File: config.mk
export PLATFORM = sky130hd
export DESIGN_NAME = bmm_ctrl
export DESIGN_NICKNAME = d
export VERILOG_FILES = /design/src/hdl/bmm_pkg.sv /design/src/hdl/bmm_ctrl.sv
export SDC_FILE = /design/constraint.sdc
export NUM_CORES = 1
export LEC_CHECK = 0
export BUFFER_PORTS_ARGS = -buffer_cell sky130_fd_sc_hd__buf_2
export CAP_MARGIN = 0
export CORE_ASPECT_RATIO = 0.75
export CORE_MARGIN = 2
export CORE_UTILIZATION = 40
export DETAILED_ROUTE_END_ITERATION = 10
export GPL_ROUTABILITY_DRIVEN = 0
export GPL_TIMING_DRIVEN = 0
export PLACE_DENSITY = 0.92
export SLEW_MARGIN = 20
export SYNTH_ARGS = -nofsm -noshare
export SYNTH_HDL_FRONTEND = slang
export SYNTH_SLANG_ARGS = --single-unit
File: constraint.sdc
create_clock -name clk_i -period 4.4 [get_ports clk_i]
set_clock_uncertainty 0.2 [all_clocks]
set_input_delay 0.22 -clock clk_i [delete_from_list [all_inputs] [get_ports clk_i]]
set_output_delay 0.22 -clock clk_i [all_outputs]
set_load 0.01 [all_outputs]
File: src/hdl/bmm_pkg.sv
// Package for the bipartite matching core: operation codes, widths and the
// controller-to-datapath command and status structs. No dependencies.
`default_nettype none
package bmm_pkg;
  localparam logic [1:0] OP_ADD   = 2'd0;
  localparam logic [1:0] OP_SOLVE = 2'd1;
  localparam logic [1:0] OP_CLEAR = 2'd2;

  localparam logic REG_LEFT_COUNT  = 1'b0;
  localparam logic REG_RIGHT_COUNT = 1'b1;

  localparam int unsigned CountW = 9;
  localparam int unsigned IdxW   = 8;
  localparam int unsigned OpW    = 2;

  // One-hot command strobes from the controller.
  typedef struct packed {
    logic add_edge;
    logic clear_start;
    logic solve_start;
  } bmm_cmd_t;

  // Status returned by the datapath.
  typedef struct packed {
    logic busy;
    logic done;
  } bmm_sts_t;
endpackage
`default_nettype wire

File: src/hdl/bmm_ctrl.sv
// Controller of the matching core: input handshake, command issue and the
// result register. Depends on bmm_pkg.
`default_nettype none
module bmm_ctrl #(
  parameter int unsigned MaxLeft  = 256,
  parameter int unsigned MaxRight = 256
) (
  input  wire logic                     clk_i,
  input  wire logic                     rst_ni,
  input  wire logic                     in_valid_i,
  output logic                          in_stall_o,
  input  wire logic [bmm_pkg::OpW-1:0]  operation_i,
  input  wire logic [bmm_pkg::IdxW-1:0] left_index_i,
  input  wire logic [bmm_pkg::IdxW-1:0] right_index_i,
  input  wire logic [bmm_pkg::CountW-1:0] left_count_i,
  input  wire logic [bmm_pkg::CountW-1:0] right_count_i,
  output logic                          out_valid_o,
  input  wire logic                     out_stall_i,
  output logic [bmm_pkg::CountW-1:0]    match_count_o,
  output bmm_pkg::bmm_cmd_t             cmd_o,
  input  wire bmm_pkg::bmm_sts_t        sts_i,
  input  wire logic [bmm_pkg::CountW-1:0] count_i
);
  import bmm_pkg::*;

  localparam logic [1:0] C_IDLE  = 2'd0;
  localparam logic [1:0] C_WAIT  = 2'd1;

  logic [1:0] st_q, st_d;
  logic       solving_q, solving_d;
  logic       accept;
  logic       ov_q, ov_d;
  logic       in_range;

  // Hold input while working or while a result waits.
  assign in_stall_o = (st_q != C_IDLE) || sts_i.busy || ov_q;
  assign accept     = in_valid_i && !in_stall_o;
  assign in_range   = ({1'b0, left_index_i} < left_count_i) &&
                      ({1'b0, right_index_i} < right_count_i) &&
                      (32'(left_index_i) < MaxLeft) &&
                      (32'(right_index_i) < MaxRight);

  always_comb begin
    cmd_o.add_edge    = accept && operation_i == OP_ADD && in_range;
    cmd_o.clear_start = accept && operation_i == OP_CLEAR;
    cmd_o.solve_start = accept && operation_i == OP_SOLVE;
    st_d = st_q; solving_d = solving_q; ov_d = ov_q;
    if (out_valid_o && !out_stall_i) ov_d = 1'b0;
    case (st_q)
      C_IDLE: begin
        if (cmd_o.add_edge || cmd_o.clear_start || cmd_o.solve_start) begin
          st_d = C_WAIT;
          solving_d = cmd_o.solve_start;
        end
      end
      C_WAIT: begin
        if (sts_i.done) begin
          st_d = C_IDLE;
          if (solving_q) ov_d = 1'b1;
        end
      end
      default: st_d = C_IDLE;
    endcase
  end

  always_ff @(posedge clk_i or negedge rst_ni) begin
    if (!rst_ni) begin
      st_q <= C_IDLE; solving_q <= 1'b0; ov_q <= 1'b0;
    end else begin
      st_q <= st_d; solving_q <= solving_d; ov_q <= ov_d;
    end
  end

  // Capture the count when the solve finishes.
  always_ff @(posedge clk_i) begin
    if (st_q == C_WAIT && sts_i.done && solving_q) match_count_o <= count_i;
  end
  assign out_valid_o = ov_q;

  // No new item is taken while a result waits.
  assert property (@(posedge clk_i) disable iff (!rst_ni) ov_q |-> !accept)
    else $error("accept while result pending");
  // A result appears only after a solve completes.
  assert property (@(posedge clk_i) disable iff (!rst_ni)
    $rose(ov_q) |-> $past(solving_q))
    else $error("result without solve");
  // A pending result holds while stalled.
  assert property (@(posedge clk_i) disable iff (!rst_ni)
    (ov_q && out_stall_i) |=> ov_q)
    else $error("result dropped");
endmodule
`default_nettype wire

==> out/summary.txt <==
Run status: completed
DRC viols: 0
Slew @ Worst Pin: 0.346 ns
Fmax: 425 MHz
MaxCap Viol Count: 0
Asr flop ratio synth: 25.0%
Vias in the first global route: 959
CP Launch Type: flip-flop
Synth top cells by count: 16 x inv_1, 14 x ha_1, 9 x edfxtp_1
Top-count cell post-synth: inv_1
LEAKAGE: 0.725 nW
RSZ-0062 raised after global routing: no
Skew-Pair Late Insertion Delay: 0.26 ns
Simple-Gate Fraction of Synth Area: 14.1%
Pre-antenna DRT Iters: 6
Layout Utilization: 66.4%
PD cells: 219 nW/um2
Wire length of the first global-routing pass: 4170 um
Syn nets: 143
CTS tree: yes
Ant diodes: 0
Slew headroom: 76.9%
Cells along the critical path: nor3_4 > o2111ai_1 > a2111oi_2 > o21a_1 > o21a_4 > buf_2
Core ar.: 1980 um2
Post-DP Area: 1180 um2
Ys flop type: edfxtp_1
WP buf/inv: 1
Initial Util: 41.8%
Clk slew on worst S/H paths: 0.07 ns
DR vias: 878
Clock tree sinks: 12
Initial antenna violation count: 0
Routed Antenna Nets: 0
Synthesis-to-finish area growth: 58.9%
Synth area leader: edfxtp_1
Htree depth: 1
Detailed Place HPWL: 2030 um
Die W: 56.5 um
Initial drt markers: 15
Die area: 2450 um2
Slew Limit Fails: 0
Number of buffers created by CTS: 3
CP top delay family: compound AO/OA/AOI/OAI gates
Fin crit share: 53.4%
Nets@finish: 223
Die height: 43.4 um
Setup Crit Path Kind: flip-flop to primary output
Synth cell types: 24
Worst path max stage delay: 0.42 ns
Vias per cell: 4.85
Row cnt: 14
Cells after DPL: 166
Hold crit path type: input pin to flip-flop
XOR/XNOR Fraction of Synth Area: 1.06%
Synth area leaders: edfxtp_1 33%, ha_1 21%, dfrtp_1 9.1%
Total I/O pin count: 65
Synthesized area: 827 um2
Synth Warn #: 0
CTS max path bufs: 2
GRT Util Overall: 22.0%
CP Max Fanout: 5
Setup TNS: 0 ns
Final hold slack: 0.0597 ns
Post-layout min period: 2.35 ns
Buffers on Ports: 64
Post-Synth Adder-Cell Area: 21.2%
Worst Setup End Kind: primary output
Compound-Gate Fraction of Synth Area: 14.7%
Synth top area share: 32.7%
Largest net degree at the start of global routing: 11
Post-Syn Instances: 78
Largest family of logic cells by synthesized area: adder cells
Final setup vio count: 0
Multiplexer share of the synthesized area: 0%
WL/cell: 13.6 um
Post-synth EDFFs: 9
Total grt overflow: 0
Fin cells: 181
CP max-delay cell: dfrtp_1
CTS resizes: 0
Root Driver: clkbuf_4
Total Wirelength: 2460 um
Sequential share of the synthesized area: 41.8%
Fin area: 1310 um2
CP required: 3.98 ns
Final hold vios: 0
Flops & latches, synth: 12
Critical Path AT: 1.93 ns
Synth Area per Inst: 10.6 um2
Max VDD drop: 0.000153 V
Share of cells above drive strength 1: 45.9%
-- layout make-up --
| class | instances | area (um2) |
|---|---|---|
| clock buffer | 4 | 26.3 |
| timing repair buffer | 75 | 430 |
| inverter | 16 | 60.1 |
| sequential | 12 | 345 |
| multi-input combinational | 50 | 422 |
| fill | 155 | 666 |
| tap | 24 | 30.0 |
-- worst min-delay path, cell delays in order --
cell and delay [ns]:
buf_2 0.08, or2b_1 0.08, nand3b_1 0.08
-- kinds of logic (layout without fill, tap and decap cells) --
group | count (synthesis) | after routing
flops | 12 | 12
fa+ha+maj | 14 | 14
compound gates | 17 | 17
buf+inv | 16 | 95
simple gates | 18 | 18
xor+xnor | 1 | 1
-- metal layers --
layer  track usage, %  part of all wire (%)  vias up
met4             3.81                  0.49        0
met2             49.1                    59       24
met1             22.6                    37      416
met5                0                     0        -
met3             1.19                   2.9        2
li1                 -                     -      436
-- final timing paths --
kind,start,end,slack [ns],cells after the start
min in group asynchronous,rst_ni,solving_q$_DFFE_PN0P_,0.09,2
worst max register to register,st_q[0]$_DFFE_PN0P_,solving_q$_DFFE_PN0P_,2.47,6
worst max-delay path,st_q[0]$_DFFE_PN0P_,cmd_o[2],2.05,6
worst min-delay path,sts_i[0],st_q[0]$_DFFE_PN0P_,0.06,3
worst min register to register,solving_q$_DFFE_PN0P_,solving_q$_DFFE_PN0P_,0.32,2
max in group asynchronous,rst_ni,out_valid_o$_DFF_PN0_,3.80,2
-- per-stage QoR --
step / worst slack, ns / total power [W]
CTS: 2.04 / 0.000288
global route: 1.89 / 0.000306
detailed placement: 2.20 / 0.000213
finish: 2.05 / 0.000287
floorplan: 2.60 / 0.000174
global placement: 2.29 / 0.000206
-- registers in the layout, summed over array words and instances (netlist names) --
name,count
out_valid_o,1
st_q,1
solving_q,1
match_count_o,9
-- layout by cell type, fill, tap and decap left out, types with 2 or more instances in the layout --
cell type / n
inv_1: 16
dfrtp_1: 3
a21o_1: 3
o21ai_0: 2
ha_1: 14
edfxtp_1: 9
nand3_1: 2
clkbuf_4: 3
nand2_1: 5
dlygate4sd3_1: 11
a21oi_1: 7
nor2b_1: 2
nand4b_1: 2
buf_2: 64
-- what timing repair did --
action / CTS / global route
hold buffers: 11 / 0
hold endpoints to repair: 13 / 0
buffers inserted: 0 / 0
-- report_power, final --
| part | internal [W] | switching [W] | total, W |
|---|---|---|---|
| logic | 0.0000452 | 0.0000385 | 0.0000837 |
| registers | 0.000130 | 0.00000492 | 0.000135 |
| clock network | 0.0000349 | 0.0000336 | 0.0000685 |
Note: power is estimated with default switching activity, not from simulation.
